===== src/assert_macros.svh =====
// Assertion macros shared by the exception entry unit RTL.
`ifndef ASSERT_MACROS_SVH
`define ASSERT_MACROS_SVH

// Same-cycle implication, disabled during reset.
`define ASSERT_IMPL(label, clk, rst_n, ante, cons) \
    label: assert property (@(posedge clk) disable iff (!rst_n) (ante) |-> (cons)) \
        else $error("assertion failed");

// Next-cycle implication, disabled during reset.
`define ASSERT_NEXT(label, clk, rst_n, ante, cons) \
    label: assert property (@(posedge clk) disable iff (!rst_n) (ante) |=> (cons)) \
        else $error("assertion failed");

`endif


===== src/mexu_pkg.sv =====
// Types and constants of the exception entry unit.
package mexu_pkg;

    typedef enum logic [2:0] {
        MODE_CHECK_IRQ = 3'd0,
        MODE_IRQ_ENTRY = 3'd1,
        MODE_ADDR_ERR  = 3'd2,
        MODE_TLB_MISS  = 3'd3,
        MODE_SYSCALL   = 3'd4,
        MODE_BREAK     = 3'd5,
        MODE_COP_UNUSE = 3'd6
    } exc_mode_t;

    localparam logic [31:0] VEC_GENERAL    = 32'h8000_0180;
    localparam logic [31:0] VEC_TLB_REFILL = 32'h8000_0000;
    localparam logic [31:0] CA_BD          = 32'h8000_0000;
    localparam logic [31:0] CA_IP2         = 32'h0000_0400;
    localparam logic [31:0] CA_CE1         = 32'h1000_0000;
    localparam logic [31:0] ENTRY_HI_MASK  = 32'hFFFF_E000;

    localparam int ST_IE_BIT  = 0;
    localparam int ST_EXL_BIT = 1;
    localparam int ST_ERL_BIT = 2;
    localparam int ST_IM2_BIT = 10;
    localparam int MI_AUDIO_BIT = 2;

    localparam logic [4:0] CODE_INT     = 5'd0;
    localparam logic [4:0] CODE_TLBL    = 5'd2;
    localparam logic [4:0] CODE_ADEL    = 5'd4;
    localparam logic [4:0] CODE_ADES    = 5'd5;
    localparam logic [4:0] CODE_SYSCALL = 5'd8;
    localparam logic [4:0] CODE_BREAK   = 5'd9;
    localparam logic [4:0] CODE_CPU     = 5'd11;

    localparam logic [1:0] COP_ONE = 2'd1;

    localparam logic REG_MI_MASK = 1'b0;
    localparam logic REG_PT_BASE = 1'b1;

    typedef struct packed {
        logic [2:0]  mode;
        logic        delay_slot;
        logic [31:0] bad_vaddr;
        logic        from_read;
        logic [1:0]  coprocessor;
        logic        address_mapped;
        logic        audio_intr;
        logic [5:0]  mi_other;
        logic [31:0] cur_pc;
        logic [31:0] status_in;
    } exc_item_t;

    typedef struct packed {
        logic [31:0] cause;
        logic [31:0] epc;
        logic [31:0] bad_addr;
        logic [18:0] ctx_vpn;
        logic [31:0] entry_hi;
        logic        ip2;
    } cop0_state_t;

    typedef struct packed {
        logic        taken;
        logic        irq_request;
        logic [31:0] entry_hi_out;
        logic [31:0] context_out;
        logic [31:0] bad_addr_out;
        logic [31:0] epc_out;
        logic [31:0] cause_out;
        logic [31:0] status_out;
        logic [31:0] next_pc;
    } exc_result_t;

endpackage


===== src/mexu_core.sv =====
// Exception entry logic: next COP0 state and result for one event.
module mexu_core
    import mexu_pkg::*;
(
    input  exc_item_t   item,
    input  cop0_state_t state_cur,
    input  logic [5:0]  mi_mask,
    input  logic [8:0]  page_table_base,
    output cop0_state_t state_new,
    output exc_result_t result
);

    logic        enabled;
    logic [31:0] epc_entry;
    logic [31:0] bd_bit;
    logic [5:0]  lines;
    logic        ip2_new;
    logic        enter;
    logic [4:0]  code;
    logic [31:0] extra;
    logic [31:0] npc;
    logic [31:0] status;
    logic        irq;
    logic        taken;

    assign enabled = item.status_in[ST_IE_BIT] & ~item.status_in[ST_EXL_BIT]
                   & ~item.status_in[ST_ERL_BIT];
    assign epc_entry = item.delay_slot ? (item.cur_pc - 32'd4) : item.cur_pc;
    assign bd_bit = item.delay_slot ? CA_BD : 32'd0;
    assign lines = {item.mi_other[5:3], item.audio_intr, item.mi_other[1:0]};
    assign ip2_new = |(lines & mi_mask);

    always_comb
    begin
        state_new = state_cur;
        npc = item.cur_pc;
        status = item.status_in;
        irq = 1'b0;
        taken = 1'b0;
        enter = 1'b0;
        code = CODE_INT;
        extra = 32'd0;
        case (exc_mode_t'(item.mode))
            MODE_CHECK_IRQ:
            begin
                state_new.ip2 = ip2_new;
                irq = enabled & ip2_new & item.status_in[ST_IM2_BIT];
            end
            MODE_IRQ_ENTRY:
            begin
                if (enabled)
                begin
                    enter = 1'b1;
                    code = CODE_INT;
                    extra = state_cur.ip2 ? CA_IP2 : 32'd0;
                end
            end
            MODE_ADDR_ERR:
            begin
                enter = 1'b1;
                code = item.from_read ? CODE_ADEL : CODE_ADES;
                state_new.bad_addr = item.bad_vaddr;
            end
            MODE_TLB_MISS:
            begin
                state_new.bad_addr = item.bad_vaddr;
                state_new.ctx_vpn = item.bad_vaddr[31:13];
                state_new.entry_hi = item.bad_vaddr & ENTRY_HI_MASK;
                code = CODE_TLBL;
                if (!item.status_in[ST_EXL_BIT])
                begin
                    enter = 1'b1;
                end
                else
                begin
                    state_new.cause = {25'd0, CODE_TLBL, 2'b00};
                    taken = 1'b1;
                end
            end
            MODE_SYSCALL:
            begin
                enter = 1'b1;
                code = CODE_SYSCALL;
            end
            MODE_BREAK:
            begin
                enter = 1'b1;
                code = CODE_BREAK;
            end
            MODE_COP_UNUSE:
            begin
                enter = 1'b1;
                code = CODE_CPU;
                extra = (item.coprocessor == COP_ONE) ? CA_CE1 : 32'd0;
            end
            default:
            begin
            end
        endcase

        if (enter)
        begin
            state_new.cause = {25'd0, code, 2'b00} | extra | bd_bit;
            state_new.epc = epc_entry;
            status[ST_EXL_BIT] = 1'b1;
            taken = 1'b1;
        end

        // A nested TLB miss takes the general vector; an unmapped refill takes the refill vector.
        npc = taken ? VEC_GENERAL : item.cur_pc;
        if (enter && (exc_mode_t'(item.mode) == MODE_TLB_MISS) && !item.address_mapped)
        begin
            npc = VEC_TLB_REFILL;
        end
    end

    assign result.next_pc = npc;
    assign result.status_out = status;
    assign result.cause_out = state_new.cause;
    assign result.epc_out = state_new.epc;
    assign result.bad_addr_out = state_new.bad_addr;
    assign result.context_out = {page_table_base, state_new.ctx_vpn, 4'd0};
    assign result.entry_hi_out = state_new.entry_hi;
    assign result.irq_request = irq;
    assign result.taken = taken;

endmodule


===== src/mips_exception_entry_unit.sv =====
// Top level of the exception entry unit: stream ports, registers and APB port.
// An input transfer passes through the input register and then the output register.
// Throughput: one item per cycle, limited only by the output being taken.
// The COP0 state is updated as each item leaves the input register.
// Reset (rst_n low, asynchronous) clears the COP0 state, both configuration
// registers and the valid flags of the input and output registers.
`include "assert_macros.svh"

module mips_exception_entry_unit
    import mexu_pkg::*;
(
    input  logic         clk,
    input  logic         rst_n,
    // s_tdata, from bit 0: delay_slot, bad_vaddr, from_read, coprocessor,
    // address_mapped, audio_intr, mi_other, cur_pc, status_in, zero fill.
    input  logic         s_tvalid,
    output logic         s_tready,
    input  logic [111:0] s_tdata,
    // s_tuser: mode.
    input  logic [2:0]   s_tuser,
    // m_tdata, from bit 0: next_pc, status_out, cause_out, epc_out,
    // bad_addr_out, context_out, entry_hi_out, irq_request, taken, zero fill.
    output logic         m_tvalid,
    input  logic         m_tready,
    output logic [231:0] m_tdata,
    input  logic         psel,
    input  logic         penable,
    input  logic         pwrite,
    input  logic [2:0]   paddr,
    input  logic [31:0]  pwdata,
    output logic [31:0]  prdata,
    output logic         pready
);

    logic        in_valid_reg;
    exc_item_t   in_item_reg;
    cop0_state_t state_reg;
    cop0_state_t state_next;
    logic        out_valid_reg;
    exc_result_t out_data_reg;
    exc_result_t result;
    logic [5:0]  mi_mask_reg;
    logic [8:0]  pt_base_reg;
    logic        advance;
    logic        cfg_write;
    exc_item_t   in_item;

    assign in_item = {s_tuser, s_tdata[0], s_tdata[32:1], s_tdata[33], s_tdata[35:34],
                      s_tdata[36], s_tdata[37], s_tdata[43:38], s_tdata[75:44],
                      s_tdata[107:76]};

    assign advance = in_valid_reg & (~out_valid_reg | m_tready);
    assign s_tready = ~in_valid_reg | advance;
    assign m_tvalid = out_valid_reg;
    assign m_tdata = {6'd0, out_data_reg};

    assign pready = 1'b1;
    assign cfg_write = psel & penable & pwrite & pready;
    assign prdata = (paddr[2] == REG_PT_BASE) ? {23'd0, pt_base_reg} : {26'd0, mi_mask_reg};

    mexu_core u_core (
        .item            (in_item_reg),
        .state_cur       (state_reg),
        .mi_mask         (mi_mask_reg),
        .page_table_base (pt_base_reg),
        .state_new       (state_next),
        .result          (result)
    );

    always_ff @(posedge clk or negedge rst_n)
    begin
        if (!rst_n)
        begin
            in_valid_reg <= 1'b0;
            out_valid_reg <= 1'b0;
            state_reg <= '0;
            mi_mask_reg <= '0;
            pt_base_reg <= '0;
        end
        else
        begin
            if (s_tvalid && s_tready)
            begin
                in_valid_reg <= 1'b1;
            end
            else if (advance)
            begin
                in_valid_reg <= 1'b0;
            end
            if (advance)
            begin
                out_valid_reg <= 1'b1;
                state_reg <= state_next;
            end
            else if (m_tready)
            begin
                out_valid_reg <= 1'b0;
            end
            if (cfg_write)
            begin
                if (paddr[2] == REG_MI_MASK)
                begin
                    mi_mask_reg <= pwdata[5:0];
                end
                else
                begin
                    pt_base_reg <= pwdata[8:0];
                end
            end
        end
    end

    always_ff @(posedge clk)
    begin
        if (s_tvalid && s_tready)
        begin
            in_item_reg <= in_item;
        end
        if (advance)
        begin
            out_data_reg <= result;
        end
    end

    `ASSERT_IMPL(a_ready_when_out_empty, clk, rst_n, !out_valid_reg, s_tready)
    `ASSERT_NEXT(a_state_holds, clk, rst_n, !advance, $stable(state_reg))
    `ASSERT_IMPL(a_taken_vector, clk, rst_n, out_valid_reg && out_data_reg.taken,
        out_data_reg.next_pc == VEC_GENERAL || out_data_reg.next_pc == VEC_TLB_REFILL)
    `ASSERT_IMPL(a_irq_not_taken, clk, rst_n, out_valid_reg && out_data_reg.irq_request,
        !out_data_reg.taken)

endmodule


===== config.mk =====
export PLATFORM = sky130hd
export DESIGN_NAME = mips_exception_entry_unit
export DESIGN_NICKNAME = d
export VERILOG_FILES = /design/src/mexu_pkg.sv /design/src/mexu_core.sv /design/src/mips_exception_entry_unit.sv
export VERILOG_INCLUDE_DIRS = /design/src /design/src/src
export SDC_FILE = /design/constraint.sdc
export NUM_CORES = 1
export LEC_CHECK = 0
export ABC_AREA = 1
export BUFFER_PORTS_ARGS = -buffer_cell sky130_fd_sc_hd__buf_2
export CAP_MARGIN = 20
export CORE_MARGIN = 2
export CORE_UTILIZATION = 45
export DETAILED_ROUTE_END_ITERATION = 7
export PLACE_DENSITY = 0.77
export SLEW_MARGIN = 20
export SYNTH_ARGS = -nofsm -noshare
export SYNTH_HDL_FRONTEND = slang
export SYNTH_SLANG_ARGS = --single-unit

===== constraint.sdc =====
create_clock -name clk -period 10.8 [get_ports clk]
set_input_delay 1.08 -clock clk [delete_from_list [all_inputs] [get_ports clk]]
set_output_delay 1.08 -clock clk [all_outputs]
set_load 0.02 [all_outputs]

### Word level (Yosys, flattened, before mapping)

Index checks and enable logic that the tools add are counted.

| word-level totals | value |
|---|---|
| logic and storage cells | 95 |
| output and inout port bits | 267 |
| memory bits (writable) | 0 |
| bits in read-only memories | 0 |
| flip-flop bits (word level) | 498 |
| memories | 0 |
| latch bits | 0 |
| input port bits | 157 |

| cells by class | value |
|---|---|
| bitwise gates (word level) | 17 |
| multiplexer cells | 25 |
| equality and inequality tests | 7 |
| shift-type cells | 0 |
| $add $sub $neg | 1 |
| order comparisons | 0 |
| div/mod/pow operators | 0 |
| multipliers | 0 |
| reduce and logical (&&, ||, !) cells | 14 |

Operator list:

| kind | number |
|---|---|
| 32-bit 2-to-1 mux | 6 |
| 64-bit 2-to-1 mux | 1 |
| 32-bit case mux with 2 select lines | 1 |
| 51-bit 2-to-1 mux | 1 |
| 32-bit bitwise OR | 1 |
| 7-bit by 32-bit bitwise OR with 32-bit output | 1 |
| 32-bit by 3-bit subtractor with 32-bit output, second input constant | 1 |
| 29-bit 2-to-1 mux | 1 |
| 5-bit case mux with 5 select lines | 1 |
| 9-bit 2-to-1 mux | 2 |
| 11-bit 2-to-1 mux | 1 |
| 1-bit 2-to-1 mux | 10 |
| 3-bit == test, second input constant | 3 |
| 1-bit bitwise AND | 7 |
| 6-bit bitwise AND | 1 |
| 3-bit by 2-bit == test with 1-bit output, second input constant | 2 |
| 2-bit AND reduction | 3 |
| 6-bit OR reduction | 1 |
| 1-bit inverter | 5 |
| 2-bit nonzero test | 2 |
| 2-bit OR reduction | 2 |
| 4-bit OR reduction | 1 |
| 3-bit by 1-bit == test with 1-bit output, second input constant | 1 |
| 1-bit logical AND | 3 |
| other kinds (5) | 6 |

### Depth between registers and ports, before layout

Gate-level depths: netlist (run 1).

| depth | value |
|---|---|
| word-level depth | 8 |
| gate-level depth with buffers | 13 |
| mapped depth without buffers | 13 |

### Modules after synthesis

A second synthesis (run 1) with hierarchy kept.

| unflattened totals | value |
|---|---|
| cell total of the unflattened synthesis | 1957 |
| area total of the unflattened synthesis | 20951.3 um^2 |

Modules (own cells, without submodules):

| module | cells an instance | times used | area an instance (um^2) |
|---|---|---|---|
| mips_exception_entry_unit | 1099 | 1 | 16714.8 |
| mexu_core | 858 | 1 | 4236.6 |

### Worst setup path before layout (run 1)

Ideal clock, no wire load.

| timing | value |
|---|---|
| path type | input port to flip-flop |
| start point | in m_tready |
| end point | reg out_data_reg, in the netlist m_tdata[0] (enable) |
| library setup time | 0.487 ns |
| path slack | 5.990 ns |
| required time | 10.313 ns |
| arrival time | 4.322 ns |
| buffers on the path | 2 |
| stages on the path | 6 |
| cell sequence | inv_1 -> nand2_1 -> nand2_2 -> inv_1 -> buf_2 -> buf_2 |

| between the ends | value |
|---|---|
| cells in the longest elaborated chain, start to end | 2 |

Ends and longest elaborated chain:

| item | line | text |
|---|---|---|
| start, declared | mips_exception_entry_unit.sv:24 | `input logic m_tready,` |
| 1-bit bitwise OR | mips_exception_entry_unit.sv:52 | `assign advance = in_valid_reg & (~out_valid_reg \| m_tready);` |
| 1-bit bitwise AND | mips_exception_entry_unit.sv:52 |  |
| named net advance | mips_exception_entry_unit.sv:44 | `logic advance;` |
| end signal, assigned | mips_exception_entry_unit.sv:121 | `out_data_reg <= result;` |
| end, declared | mips_exception_entry_unit.sv:40 | `exc_result_t out_data_reg;` |

The timed path passes the listed nets, and every way through them passes these cells.
A chain may end at the register's enable or synchronous reset.

==> results of run 1 <==
worst min-delay path by stage:
stage / start / to / slack, ns
finish: in_item_reg[8] / m_tdata[40] / 0.42
global route: in_item_reg[16] / m_tdata[48] / 0.43
CTS: rst_n / state_reg[20] / 0.42
detailed placement: in_item_reg[23] / m_tdata[55] / 0.40
global placement: in_item_reg[20] / m_tdata[52] / 0.40
floorplan: in_item_reg[3] / m_tdata[35] / 0.40
per-layer routing:
metal  vias to the layer above  wire [um]  share of wire  GRT usage
li1                       5831          -              -          -
met5                         -         39        0.00094          0
met2                       427      20800           0.50      0.310
met4                         6       1160          0.028     0.0739
met1                      5925      17000           0.41      0.244
met3                        81       2320          0.056     0.0320
power groups by stage:
| stage | clock network (mW) | registers [mW] | logic [mW] |
|---|---|---|---|
| 6_report | 1.82 | 2.58 | 0.884 |
| 5_1_grt | 1.94 | 2.61 | 0.977 |
| 4_1_cts | 1.86 | 2.58 | 0.890 |
| 3_5_place_dp | 0 | 2.62 | 0.882 |
| 3_3_place_gp | 0 | 2.61 | 0.852 |
| 2_1_floorplan | 0 | 2.78 | 0.416 |
area by class of cell:
type	instances	share of cell area
tap	539	0.0295
sequential	497	0.616
inverter	193	0.0321
clock inverter	32	0.0170
antenna	4	0.000437
clock buffer	61	0.0596
multi-input combinational	811	0.162
timing repair buffer	367	0.0833
synth_stat cells, types with 5 or more instances:
library cell	count	area (um2)
and2_1	6	37.5
buf_2	24	120
buf_4	39	293
clkbuf_1	23	86.3
dfrtp_1	165	4130
edfxtp_1	332	9970
inv_1	190	713
nand2_1	282	1060
nand3_1	64	320
nand4_1	5	31.3
nor2_1	159	597
o21ai_0	165	826
o21ai_1	24	120
o22ai_1	9	56.3
or2_2	10	62.6
xor2_1	8	70.1
critical path, cell delays in order, from the launching register on:
cell and delay [ns]:
edfxtp_1 0.57, nor2_8 0.86, inv_2 0.17, nand3_2 0.53, buf_4 0.50, o22ai_1 0.16, nand2_1 0.08, o21ai_0 0.10
kinds of logic after synthesis:
logic type / after synthesis / share of synthesized area
muxes: 3 / 0.00178
DFF: 497 / 0.744
xor gates and xnor gates: 8 / 0.00370
and+or+nand+nor: 546 / 0.120
AOI/OAI and AO/OA: 219 / 0.0619
buffers and inverters: 285 / 0.0675
adders and majority gates: 1 / 0.000660
other: 2 / 0.000396
==> out/summary.txt, run 1 <==
most common cell after layout, fill and taps aside: buf_2
most frequent cells in the layout: 358 x buf_2, 332 x edfxtp_1, 282 x nand2_1
worst setup path endpoint: state_reg[126]
initial antenna violation count: 7
Area Growth Syn to Fin: 20.8%
NetSw: 1.47 mW
Worst Path Arrival: 3.54 ns
Seq/Total Area, Yosys: 0.744
Wirelength per Cell: 16.5 um
Core Footprint: 41800 um2
Resize count post-CTS: 0
CP endpoint kind: register
Worst-Skew Late Latency: 0.58 ns
type of origin of the critical path: register
clock skew: 0.0190 ns
post-route DRC violation count: 0
post-route insts no fill: 2504
DRT iter0 DRCs: 998
max reg flops: 222
nets@finish: 2078
vias in the first global route: 11900
Most used DFF post-synth: edfxtp_1
unrepaired setup endpoints after global routing: false
mapped cell area: 19000 um2
flops & latches, synth: 497
clock slew at reported path FFs: 0.06 ns
post-route cell area: 22900 um2
status: completed
Filler Cell Count: 3352
peak supply drop: 0.126 mV
Clk pwr share: 0.344
Slew Viols, Final: 0
Post-DRT Antenna Nets: 0
number of I/O pins: 424
hold_ws: 0.418 ns
total CTS buffers: 50
cts hold-fix bufs: 0
Slew @ Worst Pin: 1.07 ns
worst r2r src: in_item_reg[110]
post-placement worst setup slack: 6.88 ns
Worst slew margin: 0.284
post-placement cell area: 21100 um2
Hold Crit Class: register to register
worst hold path cell count: 0
Max Freq: 0.321 GHz
Switching Share: 0.279
Final setup viols: 0
Fin. Hold Viols: 0
Seq pwr share: 0.488
Static Leak: 9.97 nW
Critical Path RT: 11.22 ns
GRT Residual Overflow: 0
Die Span Y: 209 um
Async SR Flop Fraction: 0.332
Post-Route Utilization: 0.548
width of the die: 209 um
register area: 14100 um2
R2R cell count: 7
root buffer cell: clkbuf_16
CP max FO: 90
First-pass DRT Iterations: 6
clk buf depth: 3
power per cell area: 231 nW/um2
largest net degree at the start of global routing: 181
share of post-route cells with drive strength above 1: 0.249
Starting Density: 0.454
Max-cap violations: 0
Final period util: 0.289
GPL Wtd Cong: 0.868
DR vias: 12300
Detailed Place HPWL: 27.2 mm
number of synthesized flops with an enable pin: 332
Gate power share: 0.167
Mapped Cells: 1561
routed wire length: 41.3 mm
gr usage total: 0.186
post-DR vias/cell: 4.90
placed insts: 2405
post-layout min period: 3.12 ns
R2R Setup Slk: 7.68 ns
Die ar.: 43800 um2
# rows: 75
reg2reg end: state_reg[126]
Syn. warnings: 0
cell-internal power: 3.81 mW
Crit Path Category: register to register
Port-buffer cells: 359
synth unique cells: 44
Setup WS post-layout: 7.68 ns
crit path from: in_item_reg[110]
setup bufs post-CTS: 0
syn avg cell area: 12.1 um2
Tot Pwr: 5.29 mW
Fin Setup TNS: 0 ns
Multi-input gate area: 3710 um2
global-route wire length before repair: 64.1 mm
CTS tree: yes
Clock Sink Count: 497
H-Tree Depth: 2
Power figures use the tool's default switching activity.
==> inputs of run 2 (changes only) <==
Clock period 10.8 ns to 2.9 ns, I/O delays scaled along.
==> run 2 against run 1 <==
Clock skew decreased by 0.0073 ns. Combinational power grew to 4.0 times the previous value. Clock power grew to 3.7 times the previous value. Fmax increased by 25%. Count of clock-buffer cells in the layout up 11. Final cell count grew 5.2%. Via count is 6.3% higher. Flip-flop and latch count stayed put. Routed wire length up 8.5%. Register-to-register slack lost 7.3 ns. Non-clock buffer count rose by 131. Critical endpoint is now m_tdata[95]. Largest power group unchanged.
==> out/summary.txt, run 2 (synthesized netlist as in run 1, its figures left out) <==
status: completed
post-placement worst setup slack: 0.528 ns
Setup WS post-layout: 0.402 ns
global-route wire length before repair: 70.3 mm
DR vias: 13000
width of the die: 209 um
CP max FO: 40
Final period util: 0.861
Resize count post-CTS: 0
DRT iter0 DRCs: 920
Wirelength per Cell: 17.0 um
gr usage total: 0.205
Final setup viols: 0
Worst slew margin: 0.455
most common cell after layout, fill and taps aside: buf_2
nets@finish: 2209
Critical Path Max Stage Delay: 0.43 ns
peak supply drop: 0.517 mV
largest net degree at the start of global routing: 111
Multi-input gate area: 3720 um2
Critical Path Most Common Cell: nand2_1
Crit Path Category: register to register
Fin Setup TNS: 0 ns
post-layout min period: 2.50 ns
register area: 14100 um2
CTS tree: yes
hold_ws: 0.0542 ns
First-pass DRT Iterations: 5
clock skew: 0.0117 ns
max reg flops: 222
Max-cap violations: 0
Slew @ Worst Pin: 0.817 ns
Core Footprint: 41800 um2
clock slew at reported path FFs: 0.06 ns
Die ar.: 43800 um2
share of post-route cells with drive strength above 1: 0.235
post-route insts no fill: 2635
H-Tree Depth: 2
unrepaired setup endpoints after global routing: false
Cell Chain, Critical Path: inv_1 > nand2_1 > nor2_1 > nand3_1 > nand3_4 > buf_4 > nand2_1 > o21ai_0
power per cell area: 818 nW/um2
post-route DRC violation count: 0
Die Span Y: 209 um
post-DR vias/cell: 4.95
Port-buffer cells: 359
Worst Path Arrival: 2.90 ns
Starting Density: 0.454
Clock Sink Count: 497
slowest CP cell: nand3_4
R2R cell count: 8
placed insts: 2415
cts hold-fix bufs: 122
number of I/O pins: 424
Worst-Skew Late Latency: 0.57 ns
worst hold path cell count: 4
reg2reg end: m_tdata[95]
Fin. Hold Viols: 0
routed wire length: 44.8 mm
Post-DRT Antenna Nets: 0
CP endpoint kind: register
GRT Residual Overflow: 0
worst r2r src: in_item_reg[1]
Hold Crit Class: input pin to register
total CTS buffers: 50
Max Freq: 0.400 GHz
root buffer cell: clkbuf_16
Detailed Place HPWL: 28.0 mm
vias in the first global route: 13300
initial antenna violation count: 4
min-delay src: m_tready
# rows: 75
worst hold endpoint: m_tvalid
setup bufs post-CTS: 0
most frequent cells in the layout: 358 x buf_2, 332 x edfxtp_1, 282 x nand2_1
Slew Viols, Final: 0
Static Leak: 10.5 nW
GPL Wtd Cong: 0.924
Area Growth Syn to Fin: 27.8%
Critical Path RT: 3.30 ns
Filler Cell Count: 3177
clk buf depth: 3
R2R Setup Slk: 0.40 ns
type of origin of the critical path: register
-- run 2: cell count changes in the layout (fill, tap and decap cells not counted), sizes merged --
cell | before | now
dlygate4sd3 | 0 | 122
clkbuf | 61 | 72
buf | 367 | 376
inv | 198 | 192
bufinv | 8 | 6
clkinvlp | 5 | 3
diode | 4 | 3
-- run 2: worst max-delay path, delay by kind of cell, from the launching register on --
family | cells | cell delay [ns]
compound gates | 1 | 0.13
simple gates | 5 | 1.23
flops | 1 | 0.41
buf+inv | 2 | 0.54
-- run 2: cell type report --
cell class,count,share of cell area
clock inverter,22,0.0112
timing repair buffer,498,0.135
inverter,193,0.0304
sequential,497,0.582
multi-input combinational,811,0.154
clock buffer,72,0.0598
tap,539,0.0278
antenna,3,0.000310
-- run 2: routing by layer --
layer	track usage	wire length, um
met1	0.257	17700
met2	0.345	22400
met3	0.0423	2800
met4	0.0948	1910
met5	0	8
-- run 2: report_power, final --
group / switching, mW / internal (mW)
registers: 0.484 / 9.15
logic: 2.40 / 1.11
clock network: 2.65 / 4.01
total: 5.53 / 14.3
-- run 2: worst max-delay path by stage --
stage                    from             end  cells after the start  slack, ns
6_report       in_item_reg[1]     m_tdata[95]                      8       0.40
3_3_place_gp   in_item_reg[1]     m_tdata[95]                      8       0.58
3_5_place_dp   in_item_reg[1]   state_reg[87]                     10       0.53
2_1_floorplan        m_tvalid  in_item_reg[0]                      3       0.07
4_1_cts        in_item_reg[1]     m_tdata[95]                      8       0.51
5_1_grt        in_item_reg[1]   state_reg[87]                     10       0.21
-- run 2: metrics by stage --
step / instance area (um2) / utilization / power (mW)
4_1_cts: 24200 / 0.579 / 19.9
2_1_floorplan: 19100 / - / 11.9
6_report: 24200 / 0.580 / 19.8
3_3_place_gp: 21300 / 0.509 / 12.9
5_1_grt: 24200 / 0.580 / 20.7
3_5_place_dp: 21300 / 0.509 / 13.1
